**src/rtl/rv32x_widx.sv**
```systemverilog
// Word index unit: (word address) mod DATA_WORDS by reciprocal multiply over two stages.
`timescale 1ns / 1ps
`default_nettype none

module rv32x_widx #(
   parameter int DATA_WORDS = 1024
) (
   input  wire logic                          clock,
   input  wire logic                          load_enable,
   input  wire logic [29:0]                   word_address,
   output logic      [$clog2(DATA_WORDS)-1:0] word_index
);

   localparam int          IDX_W = $clog2(DATA_WORDS);
   localparam logic [31:0] RECIP = 32'((64'd1 << 32) / DATA_WORDS);
   localparam logic [29:0] DW30  = 30'(DATA_WORDS);

   logic [29:0] addr_ff;
   logic [29:0] quot_ff;
   logic [29:0] quot_in;
   logic [61:0] prod;
   logic [29:0] qd;
   logic [29:0] rem;
   logic [29:0] rem_fix;

   // estimate is the true quotient or one less
   assign prod    = 62'(word_address) * 62'(RECIP);
   assign quot_in = prod[61:32];

   always_ff @(posedge clock) begin
      if (load_enable) begin
         addr_ff <= word_address;
         quot_ff <= quot_in;
      end
   end

   assign qd         = quot_ff * DW30;
   assign rem        = addr_ff - qd;
   assign rem_fix    = (rem >= DW30) ? (rem - DW30) : rem;
   assign word_index = rem_fix[IDX_W-1:0];

endmodule

`default_nettype wire

```
**config.mk**
```make
export PLATFORM = sky130hd
export DESIGN_NAME = rv32x_widx
export DESIGN_NICKNAME = d
export VERILOG_FILES = /design/src/rtl/rv32x_widx.sv
export SDC_FILE = /design/constraint.sdc
export NUM_CORES = 1
export LEC_CHECK = 0
export BUFFER_PORTS_ARGS = -buffer_cell sky130_fd_sc_hd__buf_2
export CAP_MARGIN = 25
export CELL_PAD_IN_SITES_DETAIL_PLACEMENT = 0
export CELL_PAD_IN_SITES_GLOBAL_PLACEMENT = 2
export CORE_MARGIN = 5
export CORE_UTILIZATION = 14
export CTS_CLUSTER_SIZE = 16
export DETAILED_ROUTE_END_ITERATION = 8
export GPL_TIMING_DRIVEN = 0
export PLACE_DENSITY = 0.72
export REMOVE_ABC_BUFFERS = 1
export SYNTH_ARGS = -nofsm -noshare
export SYNTH_HDL_FRONTEND = slang
export SYNTH_SLANG_ARGS = --single-unit
```
**constraint.sdc**
```tcl
create_clock -name clock -period 0.8 [get_ports clock]
set_input_delay 0.12 -clock clock [delete_from_list [all_inputs] [get_ports clock]]
set_output_delay 0.12 -clock clock [all_outputs]
set_load 0.02 [all_outputs]
```
==> flow_summary_export.csv <==
group,metric,value,unit
outcome,status,"finished with violations",
outcome,violations,"setup timing",
global_routing,antenna_found_initial,0,
setup_path,start_kind,"flop",
sta,fin_hold_ws,0.0371,ns
detailed_routing,dr_total_vias,190,
pwr,p_per_area,2180,nW/um^2
setup_path,path_cells,"buf_6",
pwr,p_leak,0.000217,uW
clock_tree,clk_pin_slew,0.06,ns
detailed_routing,drc,0,
setup_path,startpoint,"addr_ff[0]",
pwr,ir_worst_vdd,0.714,mV
clock_tree,htreeDepth,1,
yosys,syn_area,300,sq um
sta,slew_viol_final,0,
setup_path,crit_required,0.68,ns
final_layout,syn_to_final_growth,75.8,%
yosys,postSynthAreaPerCell,30.0,sq um
yosys,synth_seq_cells,10,
clock_tree,clk_path_buf_depth,2,
sta,relSlewSlack,0.858,
global_routing,grt_pass1_wl,1170,um
detailed_routing,drtIter0Drc,1,
sta,setup_slack,-0.139,ns
setup_path,critPathMaxFanout,1,
clock_tree,cts_buffers,3,
final_layout,diodes,0,
setup_path,slowest_delay,0.41,ns
yosys,synth_common_cells,"edfxtp_1",
final_layout,final_nets,68,
sta,max_slew.worst_pin.slew,0.213,ns
setup_path,cp-end-kind,"primary output",
detailed_routing,wl_per_cell,11.7,um
yosys,yosysTopAreaCellShare,1.00,
global_routing,gr-total-overflow,0,
sta,hold_violations,0,
setup_path,crit_family,"flip-flops",
final_layout,seq_area,300,sq um
yosys,yosysMostFrequentCell,"edfxtp_1",
setup_path,cp.depth,1,
final_layout,nMultiInputCombCells,0,
setup_path,crit_type,"flop to primary output",
placed_design,gp_congestion,0.656,
placed_design,numPortBuffers,21,
hold_path,hold_class,"input port to flop",
final_layout,fill_cells,225,
sta,setup_viol,10,
final_layout,biggestRegsByFlops,"addr_ff (10)",
global_routing,grt_max_degree,11,
flow_run,max_cap_violations,0,
clock_tree,cts_setup_buffers,0,
yosys,synth.distinct_cells,1,
sta,rsz0062_at_grt,"yes",
clock_tree,numClockSinks,10,
detailed_routing,routed_via_density,3.06,
detailed_routing,drt-total-wl,728,um
sta,period_needed,0.939,ns
clock_tree,cts_tree,"done",
die,start_util,0.150,
yosys,yosys_warnings,0,
die,die_h,56.3,um
setup_path,cp.arrival,0.82,ns
final_layout,design_area,528,sq um
yosys,async_flop_share,0,
yosys,syn_inst,10,
global_routing,track_usage,0.0525,
sta,period_share,1.17,
die,core,2000,sq um
die,rows,16,
global_routing,grt_pass1_vias,234,
placed_design,placed_area,439,sq um
detailed_routing,ant_nets,0,
yosys,yosysSeqAreaShare,1.00,
final_layout,drive_gt1_frac,0.686,
final_layout,largest_reg_flops,10,
setup_path,cp_num_buf_inv,1,
yosys,yosys_most_used_dff,"edfxtp_1",
yosys,synth_edf_count,10,
final_layout,largest-register,"addr_ff",
setup_path,cp-endpoint,"word_index[0]",
setup_path,cp_slowest_cell,"edfxtp_1",
detailed_routing,dr.pass1.iters,2,
final_layout,multi_input_area,0,sq um
die,io-pin-count,42,
clock_tree,root_buffer,"clkbuf_4",
yosys,synth_area_leaders,"edfxtp_1",
yosys,synth_largest_area_cell,"edfxtp_1",
sta,clock.fmax,1.07,GHz
die,dieArea,3170,sq um
die,die-width,56.3,um
pwr,power,1150,uW
==> final cells by class <==
type,instances,share of cell area
timing repair buffer,21,0.318
tap,27,0.0640
clock inverter,1,0.00711
clock buffer,3,0.0427
sequential,10,0.569
==> logic make-up (layout without fill, tap and decap cells) <==
group                  Yosys count  after routing  share of synthesized area
buffers and inverters            0             25                          0
DFF                             10             10                       1.00
==> layout by cell type, fill, tap and decap left out <==
master	n
buf_2	11
edfxtp_1	10
buf_6	10
clkbuf_4	3
clkinv_1	1
==> report_power, final <==
part	internal (uW)	total [uW]	switching, uW
clock network	179	335	155
logic	89.8	172	82.3
registers	624	645	20.7
==> stage by stage <==
step | instances | utilization | worst slack [ns] | TNS [ns]
global route | 62 | 0.264 | -0.169 | -1.46
CTS | 62 | 0.245 | -0.159 | -1.30
global placement | 58 | 0.219 | 0.138 | 0
floorplan | 10 | - | 0.231 | 0
finish | 62 | 0.264 | -0.139 | -1.10
detailed placement | 58 | 0.219 | 0.132 | 0
==> worst min-delay path by stage <==
stage,start,endpoint,cells after the start
2_1_floorplan,word_address[0],addr_ff[0],0
3_3_place_gp,word_address[3],addr_ff[3],1
3_5_place_dp,word_address[1],addr_ff[1],1
4_1_cts,word_address[1],addr_ff[1],1
5_1_grt,word_address[1],addr_ff[1],1
6_report,word_address[1],addr_ff[1],1
==> per-layer routing <==
layer | wire [um] | part of all wire | up-vias | track usage
met5 | 0 | 0 | - | 0
met4 | 0 | 0 | 0 | 0.0407
met3 | 143 | 0.20 | 0 | 0.0367
met2 | 209 | 0.29 | 22 | 0.0501
met1 | 375 | 0.52 | 78 | 0.0733
li1 | - | - | 90 | -
==> repair_timing <==
item,4_1_cts,5_1_grt
resized for setup,8,12
setup endpoints to repair,10,10
hold buffers,0,0
Note: power is estimated with default switching activity, not from simulation.
