==> src/rtl/rv32x_rf.sv <==
// Register file: 32 x 32 bits, two registered write-first read ports, per-entry valid bits.
`timescale 1ns / 1ps
`default_nettype none

module rv32x_rf (
   input  wire logic        clock,
   input  wire logic        reset,
   input  wire logic [4:0]  read_addr_a,
   input  wire logic [4:0]  read_addr_b,
   output logic      [31:0] read_data_a,
   output logic      [31:0] read_data_b,
   input  wire logic        write_enable,
   input  wire logic [4:0]  write_addr,
   input  wire logic [31:0] write_data
);

   logic [31:0] rf_mem [32];
   logic [31:0] vld_ff;
   logic [31:0] vld_in;
   logic [31:0] rdata_a_ff;
   logic [31:0] rdata_b_ff;
   logic [31:0] rdata_a_in;
   logic [31:0] rdata_b_in;

   always_comb begin
      vld_in = vld_ff;
      if (write_enable) begin
         vld_in[write_addr] = 1'b1;
      end
   end

   // entries never written read as zero; same-edge write is passed through
   always_comb begin
      rdata_a_in = vld_ff[read_addr_a] ? rf_mem[read_addr_a] : '0;
      rdata_b_in = vld_ff[read_addr_b] ? rf_mem[read_addr_b] : '0;
      if (write_enable && (write_addr == read_addr_a)) begin
         rdata_a_in = write_data;
      end
      if (write_enable && (write_addr == read_addr_b)) begin
         rdata_b_in = write_data;
      end
   end

   always_ff @(posedge clock) begin
      if (reset) begin
         vld_ff <= '0;
      end else begin
         vld_ff <= vld_in;
      end
   end

   always_ff @(posedge clock) begin
      if (write_enable) begin
         rf_mem[write_addr] <= write_data;
      end
      rdata_a_ff <= rdata_a_in;
      rdata_b_ff <= rdata_b_in;
   end

   assign read_data_a = rdata_a_ff;
   assign read_data_b = rdata_b_ff;

endmodule

`default_nettype wire

==> config.mk <==
export PLATFORM = sky130hd
export DESIGN_NAME = rv32x_rf
export DESIGN_NICKNAME = d
export VERILOG_FILES = /design/src/rtl/rv32x_rf.sv
export SDC_FILE = /design/constraint.sdc
export NUM_CORES = 2
export LEC_CHECK = 0
export BUFFER_PORTS_ARGS = -buffer_cell sky130_fd_sc_hd__buf_2
export CAP_MARGIN = 20
export CELL_PAD_IN_SITES_DETAIL_PLACEMENT = 2
export CELL_PAD_IN_SITES_GLOBAL_PLACEMENT = 2
export CORE_MARGIN = 1.5
export CORE_UTILIZATION = 50
export CTS_BUF_LIST = sky130_fd_sc_hd__clkbuf_16
export DETAILED_ROUTE_END_ITERATION = 7
export HOLD_SLACK_MARGIN = 0.06
export PLACE_DENSITY = 0.77
export SLEW_MARGIN = 25
export SYNTH_ARGS = -nofsm -noshare
export SYNTH_HDL_FRONTEND = slang
export SYNTH_SLANG_ARGS = --single-unit
==> constraint.sdc <==
create_clock -name clock -period 3.4 [get_ports clock]
set_clock_uncertainty 0.2 [all_clocks]
set_input_delay 0.17 -clock clock [delete_from_list [all_inputs] [get_ports clock]]
set_output_delay 0.17 -clock clock [all_outputs]
set_load 0.02 [all_outputs]
==> metrics.md <==
| Metric | Value |
|---|---|
| Final net count | `2709` |
| Core area | `98900 µm²` |
| Net Sw Power | `about 7.3 mW` |
| Hold Path End | `rf_mem[11][4]` |
| I/O pins | `114` |
| Final hold slack | `90.1 ps` |
| Sink Count | `roughly 1100` |
| Maximum VDD drop | `about 0.39 mV` |
| Slowest library cell on the worst path | `o21ai_0` |
| Power share of the clock group | `41.2%` |
| Reg2Reg Capture Point | `read_data_b[17]` |
| Sw Ratio | `between 20% and 30%` |
| Row count | `115` |
| Multi-input gate area | `16800 µm²` |
| Syn Nets | `2527` |
| Lkg Pwr | `about 18 nW` |
| Post-route DRC | `0` |
| Seq/Total Area, Yosys | `65.2%` |
| Worst hold path type | `in -> reg` |
| Most frequent cell after synthesis | `edfxtp_1` |
| Max_cap viols | `0` |
| Root Buffer | `clkbuf_16` |
| 1st-iter DRT viols | `4752` |
| Die Height | `320 µm` |
| Final Max Slew Viols | `0` |
| Antenna-violating nets left | `0` |
| Syn Std Cell Area | `around 50000 µm²` |
| Crit. End Element | `flip-flop` |
| YS warnings | `0` |
| Vias in the first global route | `32474` |
| CTS tree | `built` |
| Period Utilization, post-route | `74.5%` |
| RSZ-0062 raised after global routing | `no` |
| Final Hold Vio Count | `0` |
| Pre-CTS WS | `317 ps` |
| Port bufs | `113` |
| Ys async rst share | `0%` |
| Critical Path RT | `approximately 3800 ps` |
| Setup ws final | `866 ps` |
| #FFs+latches synth | `1120` |
| Synth top area share | `61.3%` |
| Initial antenna violation count | `3` |
| # setup viols final | `0` |
| H-tree Lvls | `3` |
| Most instantiated cells after synthesis | `edfxtp_1 (1024), mux4_2 (570), clkbuf_1 (116)` |
| Clk Latency, worst-skew pair | `730 ps` |
| CP peak stage delay | `620 ps` |
| Arr. time, crit path | `2880 ps` |
| Post-CTS resize count | `0` |
| TritonCTS buffer count | `around 120` |
| Hold depth | `3` |
| Via count | `between 30000 and 40000` |
| Final min period | `approximately 2500 ps` |
| Post-DR wirelength/cell | `44.6 µm` |
| HP Start | `write_addr[3]` |
| Grt ovf | `0` |
| Share of cells above drive strength 1 | `37.3%` |
| Fillers | `7841` |
| P per Cell Area | `around 530 nW/µm²` |
| CP Class | `in -> reg` |
| Ys flop type | `edfxtp_1` |
| Synth area leaders | `edfxtp_1 (61%), mux4_2 (26%), dfxtp_1 (3.8%)` |
| Crit path max fanout | `23` |
| Number of enable flip-flop cells after synthesis | `1024` |
| First-pass GRT wire length | `251000 µm` |
| DRT Wirelength | `180000 µm` |
| Reg power frac | `50.2%` |
| Crit path launch type | `input pin` |
| Full die area | `102000 µm²` |
| Sequential cell area | `32700 µm²` |
| DP Area | `between 50000 and 60000 µm²` |
| Outcome | `finished, final reports clean` |
| Max Fclk | `395 MHz` |
| Slew Limit Headroom | `about a quarter` |
| Largest net degree at the start of global routing | `81` |
| Initial Util | `50.7%` |
| Mean post-synth cell area | `20.2 µm²` |
| Area Growth Syn to Fin | `14.7%` |
| Vias per cell | `7.45` |
| Combinational power share | `8.6%` |
| R2r setup slk | `890 ps` |
| Largest area contributor in the netlist | `edfxtp_1` |
| GP Congestion | `0.795` |
| 1st-pass router iterations | `5` |
| CTS max path bufs | `3` |
| Worst Reg-to-Reg Cells | `7` |
| Worst slew pin tran | `1100 ps` |
| Post-synthesis cell type count | `between 40 and 50` |
| Final instance area | `between 50000 and 60000 µm²` |
| Cell Int Power | `23.2 mW` |
| Post-synthesis cell count | `~2500` |
| Die width | `320 µm` |
| Crit path cell chain | `dlygate4sd3_1 -> buf_6 -> buf_4 -> nand3_1 -> a41o_1 -> a21o_2 -> o21ai_0` |
| Gr usage total | `between 30 and 40%` |
| Worst r2r src | `vld_ff[15]` |
| Setup Total Neg Slack | `0 ps` |
| DP HPWL | `96200 µm` |
| Clock slew seen by the registers of the worst setup and hold paths | `70 ps` |
[per-layer routing]
layer	share of wire (%)	wire (µm)	vias to the layer above	GRT usage, %
li1	-	-	11094	-
met4	4.5	8050	2	14.7
met2	50	89900	2238	58.9
met3	9.4	17000	453	6.00
met5	0.0072	13	-	0
met1	36	65600	16383	47.4
[cells by family (layout without fill, tap and decap cells)]
family	after synthesis	in the layout	share of synthesized area (%)
muxes	636	636	27.0
xor gates and xnor gates	10	10	0.175
AOI/OAI and AO/OA	204	204	3.06
and+or+nand+nor	297	297	2.80
buffers and inverters	210	494	1.81
DFF	1120	1120	65.2
other	0	2	0
[through the flow]
step                power [mW]  std cells  util (%)
floorplan                 17.1       2477         -
global placement          18.0       3783      54.0
detailed placement        18.2       3783      54.0
CTS                       30.7       4048      58.2
global route              31.2       4048      58.2
finish                    30.6       4050      58.2
[worst max-delay path by stage]
stage                         startpoint  depth (start not counted)              to  slack [ps]
after floorplan            write_addr[0]                          4   rf_mem[28][0]         410
after global placement    read_addr_b[1]                          6  read_data_b[7]         370
after detailed placement  read_addr_b[1]                          6  read_data_b[7]         320
after CTS                 read_addr_b[4]                          7  read_data_b[6]         890
after global routing      read_addr_b[4]                          7  read_data_b[6]         840
final                     read_addr_b[4]                          7  read_data_b[6]         870
[repair_timing]
action                     CTS  global route
hold buffers                43             0
hold endpoints to repair  1135             0
buffers inserted             0             0
[sequential cells by signal, indices dropped and copies added, names as in the netlist]
| name | count |
|---|---|
| read_data_b | 32 |
| read_data_a | 32 |
| rf_mem | 1024 |
| vld_ff | 32 |
[area by class of cell]
cell class | instances | share of cell area (%)
flip-flops and latches | 1120 | 56.8
multi-input cells | 1147 | 29.3
clock buffers | 118 | 5.14
well taps | 1287 | 2.80
clock inverters | 104 | 1.30
diodes | 2 | 0.00871
inverters | 7 | 0.0479
repair buffers | 265 | 4.59
[cell usage in the layout (no fill, tap or decap), types with 43 or more instances in the layout]
cell type / synthesis / layout
a22oi_1: 89 / 89
dfxtp_1: 96 / 96
edfxtp_1: 1024 / 1024
mux4_2: 570 / 570
buf_4: 2 / 49
nor2_1: 108 / 75
buf_12: 0 / 62
dlygate4sd3_1: 0 / 43
nand2_1: 93 / 93
clkbuf_16: 0 / 118
buf_2: 65 / 106
[power by group through the flow]
stage               registers (mW)  clock network, mW  logic, mW
floorplan                     15.6                  0       1.46
global placement              15.6                  0       2.43
detailed placement            15.6                  0       2.54
CTS                           15.4               12.7       2.62
global route                  15.4               13.1       2.73
finish                        15.4               12.6       2.63
[critical path, delay by kind of cell]
kind	cells	cell delay, ps
buffers and inverters	3	1340
AO/OA/AOI/OAI	3	1180
AND/OR/NAND/NOR	1	170
Note: power is estimated with default switching activity, not from simulation.
